**config.mk**
```make
export PLATFORM = sky130hd
export DESIGN_NAME = indexed_list_engine_top
export DESIGN_NICKNAME = d
export VERILOG_FILES = /design/src/sv/ile_pkg.sv /design/src/sv/ile_store.sv /design/src/sv/indexed_list_engine_top.sv
export SDC_FILE = /design/constraint.sdc
export NUM_CORES = 2
export LEC_CHECK = 0
export ABC_CLOCK_PERIOD_IN_PS = 13150
export BUFFER_PORTS_ARGS = -buffer_cell sky130_fd_sc_hd__buf_2
export CAP_MARGIN = 20
export CORE_UTILIZATION = 50
export DETAILED_ROUTE_END_ITERATION = 8
export GPL_TIMING_DRIVEN = 0
export PLACE_DENSITY = 0.66
export SETUP_SLACK_MARGIN = 0.5
export SLEW_MARGIN = 20
export SYNTH_ARGS = -nofsm -noshare
export SYNTH_HDL_FRONTEND = slang
export SYNTH_SLANG_ARGS = --single-unit
```
**constraint.sdc**
```tcl
create_clock -name clk -period 13.15 [get_ports clk]
set_input_delay 2.63 -clock clk [delete_from_list [all_inputs] [get_ports clk]]
set_output_delay 2.63 -clock clk [all_outputs]
set_load 0.02 [all_outputs]
```
**src/sv/ile_pkg.sv**
```systemverilog
// Package for the indexed list engine: action and status codes, field widths
// and stream packing widths. It depends on nothing else.
`timescale 1ns / 1ps
`default_nettype none

package ile_pkg;

    localparam int ActionW = 3;
    localparam int PosW    = 6;
    localparam int DataW   = 32;
    localparam int StatusW = 2;
    localparam int CountW  = 7;

    localparam int InBitsW  = ActionW + PosW + DataW;
    localparam int OutBitsW = DataW + StatusW + CountW;
    localparam int InTdataW  = ((InBitsW + 7) / 8) * 8;
    localparam int OutTdataW = ((OutBitsW + 7) / 8) * 8;

    localparam logic [ActionW-1:0] ACT_APPEND    = 3'd0;
    localparam logic [ActionW-1:0] ACT_INSERT    = 3'd1;
    localparam logic [ActionW-1:0] ACT_OVERWRITE = 3'd2;
    localparam logic [ActionW-1:0] ACT_REMOVE    = 3'd3;
    localparam logic [ActionW-1:0] ACT_READ      = 3'd4;

    localparam logic [StatusW-1:0] ST_OK        = 2'd0;
    localparam logic [StatusW-1:0] ST_BAD_INDEX = 2'd1;
    localparam logic [StatusW-1:0] ST_FULL      = 2'd2;

endpackage

`default_nettype wire

```
**src/sv/ile_store.sv**
```systemverilog
// Entry store of the indexed list engine: one write port and one read port
// with registered read data. It uses ile_pkg for the data width.
`timescale 1ns / 1ps
`default_nettype none

module ile_store #(
    parameter int DEPTH = 64,
    parameter int AW    = 6
) (
    input  wire                          clk,
    input  wire                          we,
    input  wire [AW-1:0]                 waddr,
    input  wire [ile_pkg::DataW-1:0]     wdata,
    input  wire [AW-1:0]                 raddr,
    output logic [ile_pkg::DataW-1:0]    rdata
);

    logic [ile_pkg::DataW-1:0] mem [DEPTH];
    logic [ile_pkg::DataW-1:0] rdata_reg;

    always_ff @(posedge clk)
    begin
        if (we)
        begin
            mem[waddr] <= wdata;
        end
        rdata_reg <= mem[raddr];
    end

    assign rdata = rdata_reg;

endmodule

`default_nettype wire

```
**src/sv/indexed_list_engine_top.sv**
```systemverilog
// Top level of the indexed list engine: request decode, shift sequencer and
// result register. It uses ile_pkg and the entry store ile_store.
//
// Channel   Direction  Contents
// s_*       in         request item: action, position, value
// m_*       out        result item: read_value, status, count
//
// Append, overwrite, rejected requests, unused actions, an insert at the end
// and a remove of the last entry finish in S_IDLE; a read passes S_READ_WAIT.
// Any other insert goes through S_SHIFT, S_FLUSH and S_FILL, and any other
// remove through S_SHIFT and S_FLUSH, as the store moves one entry per cycle.
// After reset the list is empty. A result waits in the output register
// while m_tready is low, and the next request is taken once it leaves.
`timescale 1ns / 1ps
`default_nettype none

module indexed_list_engine_top #(
    parameter int CAPACITY = 64
) (
    input  wire                               clk,
    input  wire                               rst_n,
    input  wire                               s_tvalid,
    output logic                              s_tready,
    // action [2:0], position [8:3], value [40:9], zero fill above
    input  wire [ile_pkg::InTdataW-1:0]       s_tdata,
    output logic                              m_tvalid,
    input  wire                               m_tready,
    // read_value [31:0], status [33:32], count [40:34], zero fill above
    output logic [ile_pkg::OutTdataW-1:0]     m_tdata
);

    localparam int AW   = (CAPACITY > 1) ? $clog2(CAPACITY) : 1;
    localparam int CW   = $clog2(CAPACITY + 1);
    localparam int CMPW = (CW > ile_pkg::PosW) ? CW : ile_pkg::PosW;

    typedef enum logic [2:0] {
        S_IDLE,
        S_SHIFT,
        S_FLUSH,
        S_FILL,
        S_READ_WAIT
    } state_t;

    state_t                        state_reg;
    logic [CW-1:0]                 count_reg;
    logic [AW-1:0]                 rd_ptr_reg;
    logic [AW-1:0]                 stop_reg;
    logic [AW-1:0]                 wr_addr_reg;
    logic [AW-1:0]                 pos_reg;
    logic [ile_pkg::DataW-1:0]     value_reg;
    logic                          pend_reg;
    logic                          up_reg;
    logic                          m_tvalid_reg;
    logic [ile_pkg::DataW-1:0]     rv_reg;
    logic [ile_pkg::StatusW-1:0]   st_reg;
    logic [ile_pkg::CountW-1:0]    cnt_out_reg;

    logic [ile_pkg::ActionW-1:0]   in_action;
    logic [ile_pkg::PosW-1:0]      in_pos;
    logic [ile_pkg::DataW-1:0]     in_value;
    logic                          s_accept;
    logic [CMPW-1:0]               pos_ext;
    logic [CMPW-1:0]               cnt_ext;
    logic                          full;
    logic                          pos_lt_cnt;
    logic                          pos_eq_cnt;
    logic [AW-1:0]                 pos_addr;
    logic [AW-1:0]                 cnt_addr;

    logic                          mem_we;
    logic [AW-1:0]                 mem_waddr;
    logic [ile_pkg::DataW-1:0]     mem_wdata;
    logic [AW-1:0]                 mem_raddr;
    logic [ile_pkg::DataW-1:0]     mem_rdata;

    assign in_action = s_tdata[ile_pkg::ActionW-1:0];
    assign in_pos    = s_tdata[ile_pkg::ActionW +: ile_pkg::PosW];
    assign in_value  = s_tdata[ile_pkg::ActionW + ile_pkg::PosW +: ile_pkg::DataW];

    assign s_tready = (state_reg == S_IDLE) && (!m_tvalid_reg || m_tready);
    assign s_accept = s_tvalid && s_tready;

    assign pos_ext    = CMPW'(in_pos);
    assign cnt_ext    = CMPW'(count_reg);
    assign full       = (count_reg == CW'(CAPACITY));
    assign pos_lt_cnt = (pos_ext < cnt_ext);
    assign pos_eq_cnt = (pos_ext == cnt_ext);
    assign pos_addr   = AW'(in_pos);
    assign cnt_addr   = AW'(count_reg);

    always_comb
    begin
        mem_we    = 1'b0;
        mem_waddr = wr_addr_reg;
        mem_wdata = mem_rdata;
        mem_raddr = rd_ptr_reg;
        case (state_reg)
            S_IDLE:
            begin
                mem_raddr = pos_addr;
                mem_wdata = in_value;
                if (s_accept)
                begin
                    case (in_action)
                        ile_pkg::ACT_APPEND:
                        begin
                            mem_we    = !full;
                            mem_waddr = cnt_addr;
                        end
                        ile_pkg::ACT_INSERT:
                        begin
                            mem_we    = pos_eq_cnt && !full;
                            mem_waddr = cnt_addr;
                        end
                        ile_pkg::ACT_OVERWRITE:
                        begin
                            mem_we    = pos_lt_cnt;
                            mem_waddr = pos_addr;
                        end
                        default:
                        begin
                            mem_we = 1'b0;
                        end
                    endcase
                end
            end
            S_SHIFT:
            begin
                mem_we = pend_reg;
            end
            S_FLUSH:
            begin
                mem_we = 1'b1;
            end
            S_FILL:
            begin
                mem_we    = 1'b1;
                mem_waddr = pos_reg;
                mem_wdata = value_reg;
            end
            default:
            begin
                mem_we = 1'b0;
            end
        endcase
    end

    ile_store #(
        .DEPTH (CAPACITY),
        .AW    (AW)
    ) u_store (
        .clk   (clk),
        .we    (mem_we),
        .waddr (mem_waddr),
        .wdata (mem_wdata),
        .raddr (mem_raddr),
        .rdata (mem_rdata)
    );

    always_ff @(posedge clk or negedge rst_n)
    begin
        if (!rst_n)
        begin
            state_reg    <= S_IDLE;
            count_reg    <= '0;
            pend_reg     <= 1'b0;
            up_reg       <= 1'b0;
            m_tvalid_reg <= 1'b0;
            rd_ptr_reg   <= '0;
            stop_reg     <= '0;
            wr_addr_reg  <= '0;
            pos_reg      <= '0;
            value_reg    <= '0;
            rv_reg       <= '0;
            st_reg       <= ile_pkg::ST_OK;
            cnt_out_reg  <= '0;
        end
        else
        begin
            if (m_tvalid_reg && m_tready)
            begin
                m_tvalid_reg <= 1'b0;
            end
            case (state_reg)
                S_IDLE:
                begin
                    if (s_accept)
                    begin
                        rv_reg       <= '0;
                        st_reg       <= ile_pkg::ST_OK;
                        cnt_out_reg  <= ile_pkg::CountW'(count_reg);
                        m_tvalid_reg <= 1'b1;
                        pos_reg      <= pos_addr;
                        value_reg    <= in_value;
                        pend_reg     <= 1'b0;
                        case (in_action)
                            ile_pkg::ACT_APPEND:
                            begin
                                if (full)
                                begin
                                    st_reg <= ile_pkg::ST_FULL;
                                end
                                else
                                begin
                                    count_reg   <= count_reg + 1'b1;
                                    cnt_out_reg <= ile_pkg::CountW'(count_reg + 1'b1);
                                end
                            end
                            ile_pkg::ACT_INSERT:
                            begin
                                if (!pos_lt_cnt && !pos_eq_cnt)
                                begin
                                    st_reg <= ile_pkg::ST_BAD_INDEX;
                                end
                                else if (full)
                                begin
                                    st_reg <= ile_pkg::ST_FULL;
                                end
                                else if (pos_eq_cnt)
                                begin
                                    count_reg   <= count_reg + 1'b1;
                                    cnt_out_reg <= ile_pkg::CountW'(count_reg + 1'b1);
                                end
                                else
                                begin
                                    m_tvalid_reg <= 1'b0;
                                    up_reg       <= 1'b1;
                                    rd_ptr_reg   <= cnt_addr - 1'b1;
                                    stop_reg     <= pos_addr;
                                    state_reg    <= S_SHIFT;
                                end
                            end
                            ile_pkg::ACT_OVERWRITE:
                            begin
                                if (!pos_lt_cnt)
                                begin
                                    st_reg <= ile_pkg::ST_BAD_INDEX;
                                end
                            end
                            ile_pkg::ACT_REMOVE:
                            begin
                                if (!pos_lt_cnt)
                                begin
                                    st_reg <= ile_pkg::ST_BAD_INDEX;
                                end
                                else if (pos_ext + 1'b1 == cnt_ext)
                                begin
                                    count_reg   <= count_reg - 1'b1;
                                    cnt_out_reg <= ile_pkg::CountW'(count_reg - 1'b1);
                                end
                                else
                                begin
                                    m_tvalid_reg <= 1'b0;
                                    up_reg       <= 1'b0;
                                    rd_ptr_reg   <= pos_addr + 1'b1;
                                    stop_reg     <= cnt_addr - 1'b1;
                                    state_reg    <= S_SHIFT;
                                end
                            end
                            ile_pkg::ACT_READ:
                            begin
                                if (!pos_lt_cnt)
                                begin
                                    st_reg <= ile_pkg::ST_BAD_INDEX;
                                end
                                else
                                begin
                                    m_tvalid_reg <= 1'b0;
                                    state_reg    <= S_READ_WAIT;
                                end
                            end
                            default:
                            begin
                                st_reg <= ile_pkg::ST_OK;
                            end
                        endcase
                    end
                end
                S_SHIFT:
                begin
                    pend_reg    <= 1'b1;
                    wr_addr_reg <= up_reg ? rd_ptr_reg + 1'b1 : rd_ptr_reg - 1'b1;
                    if (rd_ptr_reg == stop_reg)
                    begin
                        state_reg <= S_FLUSH;
                    end
                    else
                    begin
                        rd_ptr_reg <= up_reg ? rd_ptr_reg - 1'b1 : rd_ptr_reg + 1'b1;
                    end
                end
                S_FLUSH:
                begin
                    pend_reg <= 1'b0;
                    if (up_reg)
                    begin
                        state_reg <= S_FILL;
                    end
                    else
                    begin
                        count_reg    <= count_reg - 1'b1;
                        cnt_out_reg  <= ile_pkg::CountW'(count_reg - 1'b1);
                        m_tvalid_reg <= 1'b1;
                        state_reg    <= S_IDLE;
                    end
                end
                S_FILL:
                begin
                    count_reg    <= count_reg + 1'b1;
                    cnt_out_reg  <= ile_pkg::CountW'(count_reg + 1'b1);
                    m_tvalid_reg <= 1'b1;
                    state_reg    <= S_IDLE;
                end
                S_READ_WAIT:
                begin
                    rv_reg       <= mem_rdata;
                    m_tvalid_reg <= 1'b1;
                    state_reg    <= S_IDLE;
                end
                default:
                begin
                    state_reg <= S_IDLE;
                end
            endcase
        end
    end

    assign m_tvalid = m_tvalid_reg;
    assign m_tdata  = ile_pkg::OutTdataW'({cnt_out_reg, st_reg, rv_reg});

    // The live count never passes the capacity.
    a_count_bound: assert property (@(posedge clk) disable iff (!rst_n)
        count_reg <= CW'(CAPACITY))
        else $error("entry count above capacity");

    // The store is written while idle only for a request taken in that cycle.
    a_idle_write: assert property (@(posedge clk) disable iff (!rst_n)
        (state_reg == S_IDLE) && mem_we |-> s_accept)
        else $error("store written while idle without a request");

    // A full status is reported only with a full list.
    a_full_status: assert property (@(posedge clk) disable iff (!rst_n)
        m_tvalid_reg && (st_reg == ile_pkg::ST_FULL)
        |-> cnt_out_reg == ile_pkg::CountW'(CAPACITY))
        else $error("full status with room left");

    // No result is shown while a shift or fill is under way.
    a_busy_quiet: assert property (@(posedge clk) disable iff (!rst_n)
        (state_reg == S_SHIFT) || (state_reg == S_FILL) |-> !m_tvalid_reg)
        else $error("result shown during a shift");

    // Shift reads stay inside the used part of the list.
    a_shift_range: assert property (@(posedge clk) disable iff (!rst_n)
        (state_reg == S_SHIFT) |-> CW'(rd_ptr_reg) < count_reg)
        else $error("shift read beyond the list");

endmodule

`default_nettype wire

```
# After elaboration in Yosys (flattened, before gate mapping)
# Memory sizes are Yosys's and may differ from the RTL's. A register that Yosys moved wholly into a read port is not among the register bits.
# Index checks and enable logic that the tools add are counted.
[word_totals] latch_bits=0 ram_bits=2048 output_inout_bits=50 inputBits=52 rom_bits=0 elab_cells=158 memories=1 ff_bits=103
[mem_list] name="u_store.mem" words=64 width=32 read_ports=1 rd_ports_with_merged_regs=1 write_ports=1 line_no="ile_store.sv:18" text="logic [ile_pkg::DataW-1:0] mem [DEPTH];"
[op_classes] div=0 mux=73 shift=0 order_cmp=1 n_eq_ne=36 n_reduce_logical=28 mul=0 add_sub_neg=7 n_bitwise=0
[op_table] operator="$pmux W32 S2" n=2
[op_table] operator="$mux W6" n=16
[op_table] operator="$pmux W6 S2" n=5
[op_table] operator="$mux W7" n=8
[op_table] operator="$pmux W7 S3" n=2
[op_table] operator="$mux W32" n=1
[op_table] operator="$mux W3" n=8
[op_table] operator="$ne A4 B4 Y1 const B" n=6
[op_table] operator="$mux W1" n=19
[op_table] operator="$ne A2 B2 Y1 const B" n=9
[op_table] operator="$ne A3 B3 Y1 const B" n=6
[op_table] operator="$pmux W3 S3" n=2
[op_table] operator="$reduce_and A9 Y1" n=2
[op_table] operator="$pmux W1 S3" n=5
[op_table] operator="$add A6 B1 Y6 const B" n=2
[op_table] operator="$eq A3 B2 Y1 const B" n=4
[op_table] operator="$sub A6 B1 Y6 const B" n=2
[op_table] operator="$reduce_and A10 Y1" n=1
[op_table] operator="$reduce_and A8 Y1" n=1
[op_table] operator="$add A6 B1 Y7 const B" n=1
[op_table] operator="$add A7 B1 Y7 const B" n=1
[op_table] operator="$eq A6 B7 Y1" n=1
[op_table] operator="$eq A7 B7 Y1" n=1
[op_table] operator="$eq A7 B7 Y1 const B" n=1
[op_table] operator="20 further kinds" n=39

# Depth between registers and ports, before layout
[logic_depth] depth_word=8 depth_mapped=12 ltp_nobuf=9

# Hierarchy
# A second synthesis with hierarchy kept.
[hier_totals] cells_unflattened=4298 hier_area_um2=85310.6
[modules_own_cells] mod="ile_store" instances=1 area_per_inst_um2=79039.6 seq_area_each_um2=62139.6 cells_per_inst=3511
[modules_own_cells] mod="indexed_list_engine_top" instances=1 area_per_inst_um2=6271.0 seq_area_each_um2=2577.5 cells_per_inst=787

# Worst setup path before layout
# OpenSTA, ideal clock, no wires.
[synth_timing] kind="input to register" from="input port s_tdata[8] (netlist bit)" to="memory u_store.mem[62][0] (netlist bit), enable pin" stages=9 arrival_time_ns=6.508 setup_time_ns=0.461 path_buffers=2 t_required_ns=12.689 setup_slack_ns=6.181 cell_sequence="ha_1 > nand4b_1 > or2_2 > clkbuf_1 > a211oi_1 > o21ai_0 > a21bo_2 > clkbuf_1 > nor3_1"
[synth_between] elab_chain_len=7 elab_cells_between_ends=11 cone_classes="1 x order compare; 1 x eq/ne; 8 x mux; 1 x reduce/logical"
[synth_lines] element="start: declaration" line_no="indexed_list_engine_top.sv:25" text="input wire [ile_pkg::InTdataW-1:0] s_tdata,"
[synth_lines] element="parallel branches: the longest is 7 deep, another holds $lt A6 B7 Y1"
[synth_lines] element="end: declaration" line_no="ile_store.sv:18"
# Parallel ways; which one is timed is not known.

# Final worst setup path
[layout_timing] from="input port s_tdata[5] (netlist bit)" to="register u_store.rdata_reg (netlist bit u_store.rdata[17]), read port of u_store.mem"
[layout_between] elab_chain_len=1
[layout_lines] element="$mux W6" line_no="indexed_list_engine_top.sv:97" text="case (state_reg)"
[layout_lines] element="end: declaration" line_no="ile_store.sv:19" text="logic [ile_pkg::DataW-1:0] rdata_reg;"
# No other way between the ends.
# A chain may end at the register's enable or synchronous reset.

==> metrics.md <==
| Metric | Value |
|---|---|
| Non-Filler Instances | `7,856` |
| Wire length on met3 | `44,420 µm` |
| Fin nets | `5,530` |
| Highest routed layer | `met5` |
| Async set or reset register ratio after synthesis | `4.718%` |
| P per Cell Area | `257.0 nW/µm²` |
| Post-DP HPWL | `198,400 µm` |
| Cell taking the most area after synthesis | `edfxtp_1` |
| Seq cells post-synth | `2,183` |
| Vias in the first global route | `48,208` |
| Clock sinks | `2,183` |
| WL per Instance | `37.08 µm` |
| Unrepaired setup endpoints after global routing | `false` |
| Setup bufs post-CTS | `0` |
| Fin crit share | `50.90%` |
| Num rows | `150` |
| Cell with the most instances after synthesis | `edfxtp_1` |
| Status | `finished, violations left` |
| DR pass1 iterations | `9` |
| M1 wire length | `104,000 µm` |
| Top cells by area, synth | `edfxtp_1 73%, mux2i_1 12%, o22ai_1 3.8%, dfrtp_1 3.0%, nand2_1 1.3%` |
| Pre-CTS worst setup slack | `6139 ps` |
| Ports | `102` |
| Die X | `413.7 µm` |
| Clock tree buffer depth | `3` |
| Tightest Hold Check Type | `register to register` |
| Crit path required time | `13,710 ps` |
| Final setup vio count | `0` |
| Crit path kind | `primary input to register` |
| Yosys top cell area share | `72.57%` |
| Slew Limit Fails | `0` |
| Total CTS buffers | `211` |
| Synth cell count leaders | `2,048 x edfxtp_1, 1,030 x mux2i_1, 515 x o22ai_1` |
| Max IR drop VDD | `0.1785 mV` |
| Drt first-iter violations | `9,828` |
| Clock Skew | `57.59 ps` |
| Placed cell count | `7,454` |
| Vias per Instance | `6.690` |
| Hold Slack | `427.7 ps` |
| Post-CTS Hold Buffers | `0` |
| Largest net degree at the start of global routing | `72` |
| Mapped Area | `84,740 µm²` |
| Cell count after synthesis | `4,917` |
| Sequential area share after synthesis | `76.37%` |
| Most flops, register | `u_store.mem` |
| Crit-path cells | `buf_2, buf_2, nand2_1, nor2_1, a31o_2, nand2_1, clkbuf_2, clkbuf_1, o22ai_1, o41ai_1, o2111ai_1` |
| Gr ovfl total | `0` |
| H-Tree Depth | `4` |
| Total of max-cap violations | `0` |
| WL final | `291,300 µm` |
| Share of post-route cells with drive strength above 1 | `18.15%` |
| FMAX | `149.4 MHz` |
| CP Max Fanout | `10` |
| Root Driver | `clkbuf_16` |
| Gpl congestion | `0.9710` |
| First-pass GRT wire length | `389,500 µm` |
| Worst Setup SP | `s_tdata[5]` |
| Worst slew pin tran | `1385 ps` |
| Slowest stage delay, CP | `1150 ps` |
| Area of the die | `171,100 µm²` |
| Post_cts resized | `0` |
| Largest register FFs | `2,048` |
| Fin. Hold Viols | `0` |
| GRT Total Usage | `33.60%` |
| CP max-delay cell | `o41ai_1` |
| YS warnings | `0` |
| DRC Markers | `1` |
| CP endpoint kind | `register` |
| Via count | `52,555` |
| Failing checks | `DRC` |
| FF-to-FF Start | `state_reg[2]` |
| Slew headroom | `6.442%` |
| Starting density of the core | `50.50%` |
| Hold Path Origin | `u_store.rdata[9]` |
| Die height | `413.7 µm` |
| Crit start category | `primary input` |
| TritonCTS clock tree | `done` |
| Pleak | `36.22 nW` |
| Number of synthesized flops with an enable pin | `2,048` |
| Avg Inst Size Synth | `17.23 µm²` |
| Overall power | `0.02565 W` |
| Final WS setup | `6457 ps` |
| WL met2 | `124,400 µm` |
| Setup_tns | `0 ps` |
| Clk Latency, worst-skew pair | `890 ps` |
| Top FF cell, synth | `edfxtp_1` |
| Core footprint | `167,800 µm²` |
| Final min period | `6693 ps` |
| CTS clk-pin slew, worst paths | `60 ps` |
| Port Buffers | `87` |
| Final ANT Viol Nets | `0` |
| Synth-to-Final Area Change | `17.80%` |
| Crit path DAT | `7250 ps` |
| Initial antenna violation count | `17` |
| Netlist cell types | `67` |
==> critical path, delay by kind of cell <==
kind,cells,cell delay (ps)
simple gates,3,370
buf+inv,4,1980
compound gates,4,2240
==> routing by layer <==
layer / up-vias / global-route usage [%]
met3: 893 / 11.30
met2: 4426 / 48.68
li1: 20845 / -
met4: 10 / 17.93
met5: - / 0
met1: 26381 / 44.83
==> report_power, final <==
group          switching, W  internal, W  total [W]
Combinational       0.00740      0.00273     0.0101
Clock               0.00269      0.00329    0.00598
Sequential         0.000188      0.00936    0.00954
==> logic make-up after synthesis <==
| group | count (synthesis) | synth area share, % |
|---|---|---|
| simple gates | 541 | 2.816 |
| mux | 1038 | 12.27 |
| flops | 2183 | 76.37 |
| other cells | 1 | 0.004425 |
| xor+xnor | 30 | 0.3440 |
| buf+inv | 322 | 1.728 |
| fa+ha+maj | 12 | 0.1772 |
| compound gates | 790 | 6.287 |
==> metrics by stage <==
step,instance area [µm²],util [%]
global route,99800,59.48
global placement,87960,52.42
CTS,99720,59.43
floorplan,84760,-
finish,99820,59.49
detailed placement,92960,55.40
==> cell type report <==
type	count	area, µm²
fill	12226	67960
sequential	2183	64720
multi-input combinational	2418	19790
clock buffer	259	5554
timing repair buffer	330	4282
tap	2204	2758
buffer	309	1439
clock inverter	130	1207
inverter	13	48.80
antenna	10	25.02
==> cells in the final DEF (no fill, tap or decap), types with 18 or more instances in the layout <==
cell type | Yosys | layout
nor4_1 | 33 | 18
clkbuf_1 | 116 | 140
a22oi_1 | 32 | 32
clkinv_2 | 0 | 37
dfxtp_1 | 32 | 32
buf_6 | 1 | 23
o21ai_0 | 32 | 32
nor2_4 | 0 | 52
a21oi_1 | 34 | 34
clkbuf_16 | 0 | 214
clkinv_1 | 0 | 53
buf_2 | 174 | 271
buf_4 | 8 | 97
o41ai_1 | 96 | 40
mux2i_1 | 1030 | 1030
buf_16 | 0 | 64
edfxtp_1 | 2048 | 2048
nand2_1 | 301 | 269
nand3_1 | 51 | 51
nand2_4 | 0 | 29
buf_12 | 0 | 52
o41ai_2 | 0 | 56
dfrtp_1 | 103 | 103
nor2_1 | 84 | 32
o22ai_1 | 515 | 515
xnor2_1 | 19 | 19
clkbuf_2 | 0 | 18
o2111ai_1 | 35 | 35
==> final timing paths <==
path / depth (start not counted) / endpoint / slack [ps]
worst max-delay path: 11 / u_store.rdata[17] / 6460
worst min-delay path: 2 / rv_reg[9] / 430
worst max register to register: 11 / u_store.rdata[17] / 7690
worst min register to register: 2 / rv_reg[9] / 430
max in group asynchronous: 2 / value_reg[6] / 10810
min in group asynchronous: 1 / cnt_out_reg[1] / 1640
No activity file was read; power rests on OpenSTA's default activity.
